--- config.mk ---
export PLATFORM = sky130hd
export DESIGN_NAME = checksummed_frame_receiver
export DESIGN_NICKNAME = d
export VERILOG_FILES = /design/src/design/crx_pkg.sv /design/src/design/crx_front.sv /design/src/design/crx_back.sv /design/src/design/checksummed_frame_receiver.sv
export SDC_FILE = /design/constraint.sdc
export NUM_CORES = 2
export LEC_CHECK = 0
export ABC_AREA = 1
export BUFFER_PORTS_ARGS = -buffer_cell sky130_fd_sc_hd__buf_4
export CORE_ASPECT_RATIO = 1.2
export CORE_MARGIN = 2
export CORE_UTILIZATION = 45
export CTS_CLUSTER_DIAMETER = 60
export DETAILED_ROUTE_END_ITERATION = 6
export GPL_TIMING_DRIVEN = 0
export PLACE_DENSITY = 0.66
export SYNTH_ARGS = -nofsm -noshare
export SYNTH_HDL_FRONTEND = slang
export SYNTH_SLANG_ARGS = --single-unit
--- constraint.sdc ---
create_clock -name clk_i -period 6.3 [get_ports clk_i]
set_clock_uncertainty 0.05 [all_clocks]
set_input_delay 1.26 -clock clk_i [delete_from_list [all_inputs] [get_ports clk_i]]
set_output_delay 1.26 -clock clk_i [all_outputs]
set_load 0.05 [all_outputs]
--- src/design/crx_pkg.sv ---
// Shared types and constants for the checksummed frame receiver.
// Used by crx_front, crx_back and checksummed_frame_receiver; no dependencies.
`default_nettype none

package crx_pkg;

  localparam int SLOTS       = 4;
  localparam int MAX_FRAME   = 66;
  localparam int SLOT_W      = (SLOTS > 1) ? $clog2(SLOTS) : 1;
  localparam int STORE_DEPTH = SLOTS * MAX_FRAME;
  localparam int ADDR_W      = $clog2(STORE_DEPTH);
  localparam int QUEUE_DEPTH = 2;

  localparam int OP_W        = 2;
  localparam int SEL_W       = 2;
  localparam int IDX_W       = 7;
  localparam int LEN_W       = 7;
  localparam int STATUS_W    = 3;
  localparam int ID_W        = 24;
  localparam int CFG_IDX_W   = 2;
  localparam int CFG_DATA_W  = 24;
  localparam int IN_TDATA_W  = 24;
  localparam int OUT_TDATA_W = 24;

  localparam logic [OP_W-1:0] OP_BYTE    = 2'd0;
  localparam logic [OP_W-1:0] OP_RELEASE = 2'd1;
  localparam logic [OP_W-1:0] OP_READ    = 2'd2;

  localparam logic [STATUS_W-1:0] ST_BAD_SUM     = 3'd0;
  localparam logic [STATUS_W-1:0] ST_ACK_MATCH   = 3'd1;
  localparam logic [STATUS_W-1:0] ST_ACK_IGNORED = 3'd2;
  localparam logic [STATUS_W-1:0] ST_STORED      = 3'd3;
  localparam logic [STATUS_W-1:0] ST_NO_SLOT     = 3'd4;
  localparam logic [STATUS_W-1:0] ST_OVERSIZE    = 3'd5;
  localparam logic [STATUS_W-1:0] ST_READ_DATA   = 3'd6;

  localparam logic [CFG_IDX_W-1:0] CFG_OWN_ID   = 2'd0;
  localparam logic [CFG_IDX_W-1:0] CFG_EXP_SEQ  = 2'd1;
  localparam logic [CFG_IDX_W-1:0] CFG_ACK_TYPE = 2'd2;

  typedef enum logic [1:0] {
    K_BYTE,
    K_RELEASE,
    K_READ
  } crx_kind_e;

  typedef struct packed {
    crx_kind_e        kind;
    logic [7:0]       data;
    logic             last;
    logic [SEL_W-1:0] sel;
    logic [IDX_W-1:0] idx;
  } crx_cmd_t;

  typedef struct packed {
    logic [STATUS_W-1:0] status;
    logic [SEL_W-1:0]    slot;
    logic [LEN_W-1:0]    length;
  } crx_res_t;

  typedef struct packed {
    logic [ID_W-1:0] own_id;
    logic [7:0]      exp_seq;
    logic [7:0]      ack_type;
  } crx_cfg_t;

endpackage

`default_nettype wire

--- src/design/crx_front.sv ---
// Front end: accepts input words, classifies the operation and queues commands.
// Depends on crx_pkg.
`default_nettype none

module crx_front (
  input  wire                            clk_i,
  input  wire                            rst_ni,
  input  wire                            in_valid_i,
  output logic                           in_ready_o,
  input  wire  [crx_pkg::IN_TDATA_W-1:0] in_data_i,
  input  wire                            in_last_i,
  input  wire  [crx_pkg::OP_W-1:0]       in_op_i,
  output logic                           cmd_valid_o,
  output crx_pkg::crx_cmd_t              cmd_o,
  input  wire                            cmd_pop_i
);
  import crx_pkg::*;

  localparam int QPTR_W = (QUEUE_DEPTH > 1) ? $clog2(QUEUE_DEPTH) : 1;
  localparam int QCNT_W = $clog2(QUEUE_DEPTH + 1);

  crx_cmd_t          queue_q [QUEUE_DEPTH];
  logic [QPTR_W-1:0] wr_ptr_q, wr_ptr_d, rd_ptr_q, rd_ptr_d;
  logic [QCNT_W-1:0] count_q, count_d;
  crx_cmd_t          dec_cmd;
  logic              dec_keep, push, pop;

  always_comb begin
    dec_cmd.data = in_data_i[7:0];
    dec_cmd.last = in_last_i;
    dec_cmd.sel  = in_data_i[8 +: SEL_W];
    dec_cmd.idx  = in_data_i[8 + SEL_W +: IDX_W];
    dec_keep     = 1'b1;
    unique case (in_op_i)
      OP_BYTE:    dec_cmd.kind = K_BYTE;
      OP_RELEASE: dec_cmd.kind = K_RELEASE;
      OP_READ:    dec_cmd.kind = K_READ;
      default: begin
        dec_cmd.kind = K_BYTE;
        dec_keep     = 1'b0;
      end
    endcase
  end

  assign in_ready_o  = (count_q != QCNT_W'(QUEUE_DEPTH));
  assign push        = in_valid_i && in_ready_o && dec_keep;
  assign cmd_valid_o = (count_q != '0);
  assign pop         = cmd_valid_o && cmd_pop_i;
  assign cmd_o       = queue_q[rd_ptr_q];

  always_comb begin
    wr_ptr_d = wr_ptr_q;
    rd_ptr_d = rd_ptr_q;
    count_d  = count_q;
    if (push) begin
      wr_ptr_d = (wr_ptr_q == QPTR_W'(QUEUE_DEPTH - 1)) ? '0 : wr_ptr_q + 1'b1;
    end
    if (pop) begin
      rd_ptr_d = (rd_ptr_q == QPTR_W'(QUEUE_DEPTH - 1)) ? '0 : rd_ptr_q + 1'b1;
    end
    if (push && !pop) begin
      count_d = count_q + 1'b1;
    end else if (pop && !push) begin
      count_d = count_q - 1'b1;
    end
  end

  always_ff @(posedge clk_i or negedge rst_ni) begin
    if (!rst_ni) begin
      wr_ptr_q <= '0;
      rd_ptr_q <= '0;
      count_q  <= '0;
    end else begin
      wr_ptr_q <= wr_ptr_d;
      rd_ptr_q <= rd_ptr_d;
      count_q  <= count_d;
    end
  end

  always_ff @(posedge clk_i) begin
    if (push) begin
      queue_q[wr_ptr_q] <= dec_cmd;
    end
  end

endmodule

`default_nettype wire

--- src/design/crx_back.sv ---
// Back end: runs frame checksum, header capture, slot store and consumer reads.
// Holds the frame memory and the output register. Depends on crx_pkg.
`default_nettype none

module crx_back (
  input  wire                             clk_i,
  input  wire                             rst_ni,
  input  wire crx_pkg::crx_cfg_t          cfg_i,
  input  wire                             cmd_valid_i,
  input  wire crx_pkg::crx_cmd_t          cmd_i,
  output logic                            cmd_pop_o,
  output logic                            out_valid_o,
  input  wire                             out_ready_i,
  output logic [crx_pkg::OUT_TDATA_W-1:0] out_data_o,
  output logic [crx_pkg::STATUS_W-1:0]    out_status_o
);
  import crx_pkg::*;

  logic [7:0]        store_mem [STORE_DEPTH];
  logic [7:0]        mem_rd_q;
  logic [ADDR_W-1:0] mem_addr;
  logic              mem_we, mem_re;

  logic [SLOTS-1:0]  used_q, used_d;
  logic [LEN_W-1:0]  len_q [SLOTS];
  logic              len_we;

  logic [7:0]        xor_q, xor_d;
  logic [LEN_W-1:0]  cnt_q, cnt_d;
  logic [7:0]        type_q, type_d;
  logic [ID_W-1:0]   src_q, src_d;
  logic [7:0]        seq_q, seq_d;
  logic              tgt_valid_q, tgt_valid_d;
  logic [SLOT_W-1:0] tgt_q, tgt_d;
  logic              over_q, over_d;

  logic              p2_valid_q, p2_valid_d, p2_hit_q, p2_hit_d;
  crx_res_t          p2_res_q, p2_res_d;
  logic              out_valid_q;
  crx_res_t          out_res_q;
  logic [7:0]        out_rdata_q;

  logic              out_load, p2_free, pop, is_byte, is_release, is_read;
  logic              first, any_free, tv, in_range, sel_ok, rd_hit;
  logic [SLOT_W-1:0] free_idx, ts, sel_slot;
  logic [LEN_W-1:0]  rd_len;

  assign out_load  = !out_valid_q || out_ready_i;
  assign p2_free   = !p2_valid_q || out_load;
  assign cmd_pop_o = cmd_valid_i && p2_free;
  assign pop       = cmd_pop_o;

  assign is_byte    = pop && (cmd_i.kind == K_BYTE);
  assign is_release = pop && (cmd_i.kind == K_RELEASE);
  assign is_read    = pop && (cmd_i.kind == K_READ);

  assign sel_ok   = (int'(cmd_i.sel) < SLOTS);
  assign sel_slot = cmd_i.sel[SLOT_W-1:0];

  always_comb begin
    any_free = 1'b0;
    free_idx = '0;
    for (int s = SLOTS - 1; s >= 0; s--) begin
      if (!used_q[s]) begin
        any_free = 1'b1;
        free_idx = SLOT_W'(s);
      end
    end
  end

  always_comb begin
    first    = (cnt_q == '0) && !over_q;
    tv       = first ? any_free : tgt_valid_q;
    ts       = first ? free_idx : tgt_q;
    in_range = (cnt_q < LEN_W'(MAX_FRAME));
    rd_len   = sel_ok ? len_q[sel_slot] : '0;
    rd_hit   = sel_ok && (cmd_i.idx < rd_len) && (cmd_i.idx < IDX_W'(MAX_FRAME));

    xor_d       = xor_q;
    cnt_d       = cnt_q;
    type_d      = type_q;
    src_d       = src_q;
    seq_d       = seq_q;
    tgt_valid_d = tgt_valid_q;
    tgt_d       = tgt_q;
    over_d      = over_q;
    used_d      = used_q;
    len_we      = 1'b0;
    mem_we      = 1'b0;
    mem_re      = 1'b0;
    mem_addr    = '0;
    p2_valid_d  = p2_valid_q;
    p2_res_d    = p2_res_q;
    p2_hit_d    = p2_hit_q;

    if (p2_free) begin
      p2_valid_d = 1'b0;
    end

    if (is_byte) begin
      xor_d       = xor_q ^ cmd_i.data;
      tgt_valid_d = tv;
      tgt_d       = ts;
      mem_addr    = ADDR_W'(ts) * ADDR_W'(MAX_FRAME) + ADDR_W'(cnt_q);
      if (!in_range) begin
        over_d = 1'b1;
      end else begin
        unique case (cnt_q)
          LEN_W'(0): type_d        = cmd_i.data;
          LEN_W'(1): src_d[7:0]    = cmd_i.data;
          LEN_W'(2): src_d[15:8]   = cmd_i.data;
          LEN_W'(3): src_d[23:16]  = cmd_i.data;
          LEN_W'(4): seq_d         = cmd_i.data;
          default: ;
        endcase
        mem_we = tv;
        cnt_d  = cnt_q + 1'b1;
      end

      if (cmd_i.last) begin
        p2_valid_d      = 1'b1;
        p2_hit_d        = 1'b0;
        p2_res_d.slot   = '0;
        p2_res_d.length = cnt_d;
        if (over_d) begin
          p2_res_d.status = ST_OVERSIZE;
          p2_res_d.length = LEN_W'(MAX_FRAME);
        end else if (xor_d != 8'h00) begin
          p2_res_d.status = ST_BAD_SUM;
        end else if (type_d == cfg_i.ack_type) begin
          p2_res_d.status = ((src_d == cfg_i.own_id) && (seq_d == cfg_i.exp_seq)) ?
                            ST_ACK_MATCH : ST_ACK_IGNORED;
        end else if (tv) begin
          p2_res_d.status = ST_STORED;
          p2_res_d.slot   = SEL_W'(ts);
          used_d[ts]      = 1'b1;
          len_we          = 1'b1;
        end else begin
          p2_res_d.status = ST_NO_SLOT;
        end
        xor_d       = '0;
        cnt_d       = '0;
        type_d      = '0;
        src_d       = '0;
        seq_d       = '0;
        tgt_valid_d = 1'b0;
        tgt_d       = '0;
        over_d      = 1'b0;
      end
    end

    if (is_release && sel_ok) begin
      used_d[sel_slot] = 1'b0;
    end

    if (is_read) begin
      p2_valid_d      = 1'b1;
      p2_hit_d        = rd_hit;
      p2_res_d.status = ST_READ_DATA;
      p2_res_d.slot   = cmd_i.sel;
      p2_res_d.length = rd_len;
      mem_re          = rd_hit;
      mem_addr        = ADDR_W'(sel_slot) * ADDR_W'(MAX_FRAME) + ADDR_W'(cmd_i.idx);
    end
  end

  always_ff @(posedge clk_i) begin
    if (mem_we) begin
      store_mem[mem_addr] <= cmd_i.data;
    end
    if (mem_re) begin
      mem_rd_q <= store_mem[mem_addr];
    end
  end

  always_ff @(posedge clk_i) begin
    if (len_we) begin
      len_q[ts] <= p2_res_d.length;
    end
  end

  always_ff @(posedge clk_i or negedge rst_ni) begin
    if (!rst_ni) begin
      used_q      <= '0;
      xor_q       <= '0;
      cnt_q       <= '0;
      type_q      <= '0;
      src_q       <= '0;
      seq_q       <= '0;
      tgt_valid_q <= 1'b0;
      tgt_q       <= '0;
      over_q      <= 1'b0;
      p2_valid_q  <= 1'b0;
      out_valid_q <= 1'b0;
    end else begin
      used_q      <= used_d;
      xor_q       <= xor_d;
      cnt_q       <= cnt_d;
      type_q      <= type_d;
      src_q       <= src_d;
      seq_q       <= seq_d;
      tgt_valid_q <= tgt_valid_d;
      tgt_q       <= tgt_d;
      over_q      <= over_d;
      p2_valid_q  <= p2_valid_d;
      if (out_load) begin
        out_valid_q <= p2_valid_q;
      end
    end
  end

  always_ff @(posedge clk_i) begin
    p2_res_q <= p2_res_d;
    p2_hit_q <= p2_hit_d;
    if (out_load && p2_valid_q) begin
      out_res_q   <= p2_res_q;
      out_rdata_q <= p2_hit_q ? mem_rd_q : 8'h00;
    end
  end

  assign out_valid_o  = out_valid_q;
  assign out_status_o = out_res_q.status;
  assign out_data_o   = {(OUT_TDATA_W - 8 - LEN_W - SEL_W)'(0), out_rdata_q,
                         out_res_q.length, out_res_q.slot};

endmodule

`default_nettype wire

--- src/design/checksummed_frame_receiver.sv ---
// Top level of the checksummed frame receiver: configuration registers,
// front end queue and back end. Depends on crx_pkg, crx_front and crx_back.
//
//   Channel   Direction  Handshake                  Payload
//   s_axis    in         tvalid/tready              tdata, tlast, tuser (op)
//   m_axis    out        tvalid/tready              tdata, tuser (status)
//   cfg       in         cfg_we_i, no wait          cfg_idx_i, cfg_data_i
//
// One word is accepted per cycle when the output side keeps up.
// A result passes from the queue to execute, with the frame memory read, and
// then to the output register.
// Reset frees all slots and clears the frame in progress; no clearing pass.
// A stalled output fills the two-entry queue before s_axis_tready drops.
`default_nettype none

module checksummed_frame_receiver (
  input  wire                             clk_i,
  input  wire                             rst_ni,
  // tdata: frame_byte[7:0], slot_sel[9:8], byte_index[16:10], zero pad
  input  wire  [crx_pkg::IN_TDATA_W-1:0]  s_axis_tdata,
  // tuser: op[1:0]
  input  wire  [crx_pkg::OP_W-1:0]        s_axis_tuser,
  input  wire                             s_axis_tlast,
  input  wire                             s_axis_tvalid,
  output logic                            s_axis_tready,
  // tdata: slot_out[1:0], frame_length[8:2], read_data[16:9], zero pad
  output logic [crx_pkg::OUT_TDATA_W-1:0] m_axis_tdata,
  // tuser: status[2:0]
  output logic [crx_pkg::STATUS_W-1:0]    m_axis_tuser,
  output logic                            m_axis_tvalid,
  input  wire                             m_axis_tready,
  input  wire                             cfg_we_i,
  input  wire  [crx_pkg::CFG_IDX_W-1:0]   cfg_idx_i,
  input  wire  [crx_pkg::CFG_DATA_W-1:0]  cfg_data_i
);
  import crx_pkg::*;

  crx_cfg_t cfg_q;
  crx_cmd_t cmd;
  logic     cmd_valid, cmd_pop;

  always_ff @(posedge clk_i or negedge rst_ni) begin
    if (!rst_ni) begin
      cfg_q.own_id   <= ID_W'(1);
      cfg_q.exp_seq  <= '0;
      cfg_q.ack_type <= '0;
    end else if (cfg_we_i) begin
      unique case (cfg_idx_i)
        CFG_OWN_ID:   cfg_q.own_id   <= cfg_data_i[ID_W-1:0];
        CFG_EXP_SEQ:  cfg_q.exp_seq  <= cfg_data_i[7:0];
        CFG_ACK_TYPE: cfg_q.ack_type <= cfg_data_i[7:0];
        default: ;
      endcase
    end
  end

  crx_front u_front (
    .clk_i       (clk_i),
    .rst_ni      (rst_ni),
    .in_valid_i  (s_axis_tvalid),
    .in_ready_o  (s_axis_tready),
    .in_data_i   (s_axis_tdata),
    .in_last_i   (s_axis_tlast),
    .in_op_i     (s_axis_tuser),
    .cmd_valid_o (cmd_valid),
    .cmd_o       (cmd),
    .cmd_pop_i   (cmd_pop)
  );

  crx_back u_back (
    .clk_i        (clk_i),
    .rst_ni       (rst_ni),
    .cfg_i        (cfg_q),
    .cmd_valid_i  (cmd_valid),
    .cmd_i        (cmd),
    .cmd_pop_o    (cmd_pop),
    .out_valid_o  (m_axis_tvalid),
    .out_ready_i  (m_axis_tready),
    .out_data_o   (m_axis_tdata),
    .out_status_o (m_axis_tuser)
  );

endmodule

`default_nettype wire

# After elaboration in Yosys (flattened, before gate mapping)
# Memories as Yosys holds them, arrays and structs flattened. A register that Yosys moved wholly into a read port is not among the register bits.
# Index checks and enable logic that the tools add are counted.
# op_classes
n_addsub	7
n_mul	2
magnitude_cmp	7
eq_ne	14
mux	86
bitwise_logic	4
n_reduce_logical	37
# ops
operator	n
$mux W8	12
$mux W24	3
$mux W9	5
$mux W1	36
$mux W4	7
$mux W2	13
$eq A24 B24 Y1	1
$mux W7	3
$add A9 B7 Y9	2
$eq A8 B8 Y1	2
$mul A2 B6 Y8 const B	2
$logic_and A1 B1 Y1	15
$eq A7 B2 Y1 const B	2
$lt A7 B7 Y1 const B	2
$mux W3	4
$reduce_and A2 Y1	5
$reduce_bool A2 Y1	4
$reduce_bool A8 Y1	1
$xor A8 B8 Y8	1
$add A7 B1 Y7 const B	1
$eq A7 B1 Y1 const B	1
$eq A7 B3 Y1 const B	1
$logic_not A7 Y1	1
$lt A7 B7 Y1	1
other kinds (17)	32
# word_totals
reg_bits	142
ram_bits	2180
inputBits	58
word_cells	185
memories	3
# mem_list
name	words	word_bits	rd	rd_clocked_by_memory_dff	write_ports	line_no	source
u_back.store_mem	264	8	1	1	1	crx_back.sv:19	logic [7:0] store_mem [STORE_DEPTH];
u_front.queue_q	2	20	1	0	1	crx_front.sv:22	crx_cmd_t queue_q [QUEUE_DEPTH];
u_back.len_q	4	7	1	0	1	crx_back.sv:25	logic [LEN_W-1:0] len_q [SLOTS];

# Depth between registers and ports, before layout
# logic_depth
word_depth	18
ltp_mapped	27
mapped_depth_nobuf	25

# Hierarchy
# From an unflattened synthesis, not the netlist that was laid out.
# hier_totals
hier_cells	9562
hier_area_um2	98709.7
# by_module_without_submodules
mod	n_inst	cells_per_inst	area_per_inst_um2	seq_area_each_um2
crx_back	1	9245	95317.7	67019.3
crx_front	1	140	1716.6	1301.2
checksummed_frame_receiver	1	177	1675.4	1002.2

# Worst setup path before layout
# No wires, ideal clock.
# synth_timing
path_type	reg-to-reg
from	reg u_front.rd_ptr_q
to	reg u_back.p2_res_q[9] in the netlist's numbering
setup_time_ps	70
t_arrival_ps	6449
t_required_ps	6180
path_slack_ps	-269
stages_incl_launch_ff	13
synth_period_minus_slack_ps	6569
path_cell_list	dfrtp_1 -> buf_6 -> or2_2 -> o21a_1 -> clkbuf_1 -> o21ai_0 -> xor2_1 -> nand4_1 -> nor2_1 -> nand3_1 -> nand2_1 -> nand2_1 -> a21oi_1
# synth_lines
element	line_no	source
start: declaration	crx_front.sv:23	logic [QPTR_W-1:0] wr_ptr_q, wr_ptr_d, rd_ptr_q, rd_ptr_d;
start signal: assignment	crx_front.sv:75	rd_ptr_q <= rd_ptr_d;
end signal: assignment	crx_back.sv:213	p2_res_q <= p2_res_d;
end: declaration	crx_back.sv:38	crx_res_t p2_res_q, p2_res_d;

# Worst setup path in the final report
# layout_timing
from	reg u_back.cnt_q[0]
to	mem u_back.store_mem[75][3] (enable)
# layout_between
elab_chain_len	7
# layout_lines
element	line_no	source
start: declaration	crx_back.sv:29	logic [LEN_W-1:0] cnt_q, cnt_d;
start signal: assignment	crx_back.sv:198	cnt_q <= cnt_d;
$logic_not A7 Y1	crx_back.sv:72	first = (cnt_q == '0) && !over_q;
$logic_and A1 B1 Y1	crx_back.sv:72	
$mux W2 / $mux W1 (equally long branches)	crx_back.sv:74, crx_back.sv:73	
$mul A2 B6 Y8 / $mux W1 (equally long branches)	crx_back.sv:104, crx_back.sv:105	
$add A9 B7 Y9 / $mux W1 (equally long branches)	crx_back.sv:104, crx_back.sv:100	
$mux W9 / $mux W1 (equally long branches)	crx_back.sv:100, crx_back.sv:168	
$mux W9 / $mux W1 (equally long branches)	crx_back.sv:156, crx_back.sv:169	
end: declaration	crx_back.sv:19	
# Several ways; a longest one is shown, not always the timed one.

==> impl_metrics.env <==
export IMPL_result_of_the_run="finished, violations left"
export IMPL_failed_checks="capacitance limit, slew limit, setup timing"
export IMPL_setup_worst_path_class="flop to flop"
export IMPL_grt_use_total=0.320
export IMPL_routedWlPerCell_um=28.3
export IMPL_floorplan_initialDensity=0.452
export IMPL_top_level_ports=87
export IMPL_worst_slew_pin_slew_ps=1520
export IMPL_grt_antenna_before_repair=10
export IMPL_setup_repair_after_global_routing_missed_its_margin="true"
export IMPL_drive_gt1_frac=0.0979
export IMPL_routabilityCongestion=1.02
export IMPL_detail_route_wirelength_um=364000
export IMPL_synth_ff_type="sky130_fd_sc_hd__edfxtp_1"
export IMPL_setup_worst_path_start_class="flop"
export IMPL_drt_pass1_iterations=7
export IMPL_grt_pass1_vias=68925
export IMPL_hold_slack_ps=364
export IMPL_cts_root_buf="sky130_fd_sc_hd__clkbuf_16"
export IMPL_post_synth_most_frequent_cells="sky130_fd_sc_hd__nand2_1, sky130_fd_sc_hd__edfxtp_1, sky130_fd_sc_hd__nor2_1"
export IMPL_ys_seq_elements=2330
export IMPL_setup_ws_ps=-314
export IMPL_avgSynthCellArea_um2=10.4
export IMPL_post_route_minimum_period_ps=6610
export IMPL_synth_most_common_cell="sky130_fd_sc_hd__nand2_1"
export IMPL_grt_pass1_wl_um=501000
export IMPL_critPathCaptureType="flop"
export IMPL_timing_max_cap_violations=1
export IMPL_synth_async_reset_ratio=0.0468
export IMPL_synth_cells=9457
export IMPL_timing_critical_path_fanout_max=10
export IMPL_post_dp_hpwl_um=249000
export IMPL_cts_num_sinks=2330
export IMPL_finalSetupViolCount=127
export IMPL_num_vias=73304
export IMPL_cts_tree="done"
export IMPL_number_of_distinct_library_cells_after_synthesis=51
export IMPL_clock_fmax_mhz=151
export IMPL_route_detailed_vias_per_inst=5.70
export IMPL_die_height_um=517
export IMPL_post_synth_top_area_cell="sky130_fd_sc_hd__edfxtp_1"
export IMPL_pin_count_of_the_biggest_net_entering_global_routing=121
export IMPL_synthesis_area_um2=98700
export IMPL_path_type_of_the_worst_min_delay_path="input port to asynchronous set/reset pin"
export IMPL_clock_path_buffers=3
export IMPL_placement_rows=188
export IMPL_netlist_top_cells_area="sky130_fd_sc_hd__edfxtp_1, sky130_fd_sc_hd__nand2_1, sky130_fd_sc_hd__dfrtp_1"
export IMPL_cp_data_arrival_time_ps=7060
export IMPL_final_net_count=9889
export IMPL_fp_coreArea_um2=218000
export IMPL_synth_to_final_area_change_pct=13.4
export IMPL_port_buffers=72
export IMPL_ant_nets=0
export IMPL_worst_skew_pair_late_latency_ps=910
export IMPL_detailedRoute_firstIterationViolations=10495
export IMPL_worst_slew_margin_rel=-0.0186
export IMPL_netlist_area_leader_share=0.672
export IMPL_hold_violations=0
export IMPL_slew_violations=9
export IMPL_die_area_um2=223000
export IMPL_layout_worst_path_cycle_share=1.05
export IMPL_clk_pin_slew_ps=60
export IMPL_synth_edff_count=2211
export IMPL_detail_route_drc_violations=0
export IMPL_overflow=0
export IMPL_post_cts_hold_buffer_count=0
export IMPL_timing_critical_path_required_ps=6750
export IMPL_die_x_um=432
export IMPL_htree_num_levels=4
export IMPL_ys_warnings_count=0
export IMPL_ys_seq_area_frac=0.702
export IMPL_cts_buffers=230
-- critical path, cell delays in order (launching register included) --
cell                       delay (ps)
sky130_fd_sc_hd__dfrtp_1          530
sky130_fd_sc_hd__inv_1            170
sky130_fd_sc_hd__ha_1             190
sky130_fd_sc_hd__inv_1            110
sky130_fd_sc_hd__nor3_4           320
sky130_fd_sc_hd__o21ai_0          250
sky130_fd_sc_hd__inv_1            140
sky130_fd_sc_hd__ha_1             180
sky130_fd_sc_hd__inv_1             60
sky130_fd_sc_hd__fa_1             440
sky130_fd_sc_hd__nor3_1           250
sky130_fd_sc_hd__nand3b_1         190
sky130_fd_sc_hd__nand2_1          280
sky130_fd_sc_hd__inv_1            120
sky130_fd_sc_hd__nand2_1          130
sky130_fd_sc_hd__inv_2            360
sky130_fd_sc_hd__buf_2            650
sky130_fd_sc_hd__nand2_2          350
sky130_fd_sc_hd__buf_2            320
sky130_fd_sc_hd__nor2_1          1060
-- cell families after synthesis --
group	Yosys count	share of synthesized area
mux	15	0.00170
other cells	1	0.0000380
compound gates	271	0.0160
xor+xnor	48	0.00426
buf+inv	644	0.0309
simple gates	6129	0.243
fa+ha+maj	19	0.00256
flops	2330	0.702
-- layer usage --
metal | vias to the layer above | GRT usage | wire length, um
li1 | 31906 | - | -
met1 | 35280 | 0.387 | 126000
met2 | 4877 | 0.502 | 164000
met3 | 1239 | 0.0748 | 41700
met4 | 2 | 0.235 | 32000
met5 | - | 0 | 11
-- registers in the layout, indices dropped and copies added (netlist names), 3 cells and up --
name                 cells
u_back.len_q            28
u_back.store_mem      2112
u_back.src_q            24
u_back.seq_q             8
u_back.out_rdata_q       8
u_back.out_status_o      3
cfg_q                   40
u_back.used_q            4
u_back.xor_q             8
u_front.queue_q         40
u_back.p2_res_q         12
u_back.cnt_q             7
u_back.type_q            8
u_back.out_data_o        9
u_back.mem_rd_q          8
-- per-stage QoR --
step | setup slack, ps | TNS, ps | cells | instance area (um^2) | util
floorplan | 301 | 0 | 9463 | 98800 | -
global placement | -6260 | -8648050 | 12385 | 103000 | 0.471
detailed placement | -967 | -282320 | 12425 | 104000 | 0.476
CTS | -61.1 | -856 | 12852 | 112000 | 0.512
global route | -329 | -9890 | 12858 | 112000 | 0.513
finish | -314 | -10920 | 12861 | 112000 | 0.513
-- path summary, 6_finish.rpt --
check | from | end | slack (ps) | cells past startpoint
max | u_back.cnt_q[0] | u_back.store_mem[75][3] | -310 | 19
min | rst_ni | u_back.out_valid_o | 360 | 1
max reg2reg | u_back.cnt_q[0] | u_back.store_mem[75][3] | -310 | 19
min reg2reg | u_back.p2_res_q[6] | u_back.out_data_o[8] | 390 | 0
max in group asynchronous | rst_ni | cfg_q[16] | 5030 | 2
min in group clk_i | u_back.p2_res_q[6] | u_back.out_data_o[8] | 390 | 0
-- area by class of cell --
class | count | area, um^2
Buffer | 498 | 2520
Timing Repair Buffer | 117 | 1620
Multi-Input combinational cell | 6489 | 27000
Inverter | 146 | 551
Tap cell | 2850 | 3570
Fill cell | 19219 | 106000
Clock buffer | 286 | 6030
Clock inverter | 141 | 1320
Antenna cell | 4 | 10.0
Sequential cell | 2330 | 69300
-- cell usage in the layout, fill, tap and decap left out, drive strengths merged, types with 59 or more instances in the layout --
master,instances
nand2,5185
nand4,59
edfxtp,2211
clkinv,110
clkbuf,448
dfrtp,108
nand3,358
buf,453
inv,153
o21ai,155
nor2,504
-- what timing repair did --
item,4_1_cts,5_1_grt
pin swaps,0,4
setup endpoints to repair,1078,1121
hold endpoints to repair,0,0
setup buffers,0,5
resized for setup,121,54
Power is not shown: default switching activity piles up to over one toggle a cycle in this logic, so the estimate is an artifact.
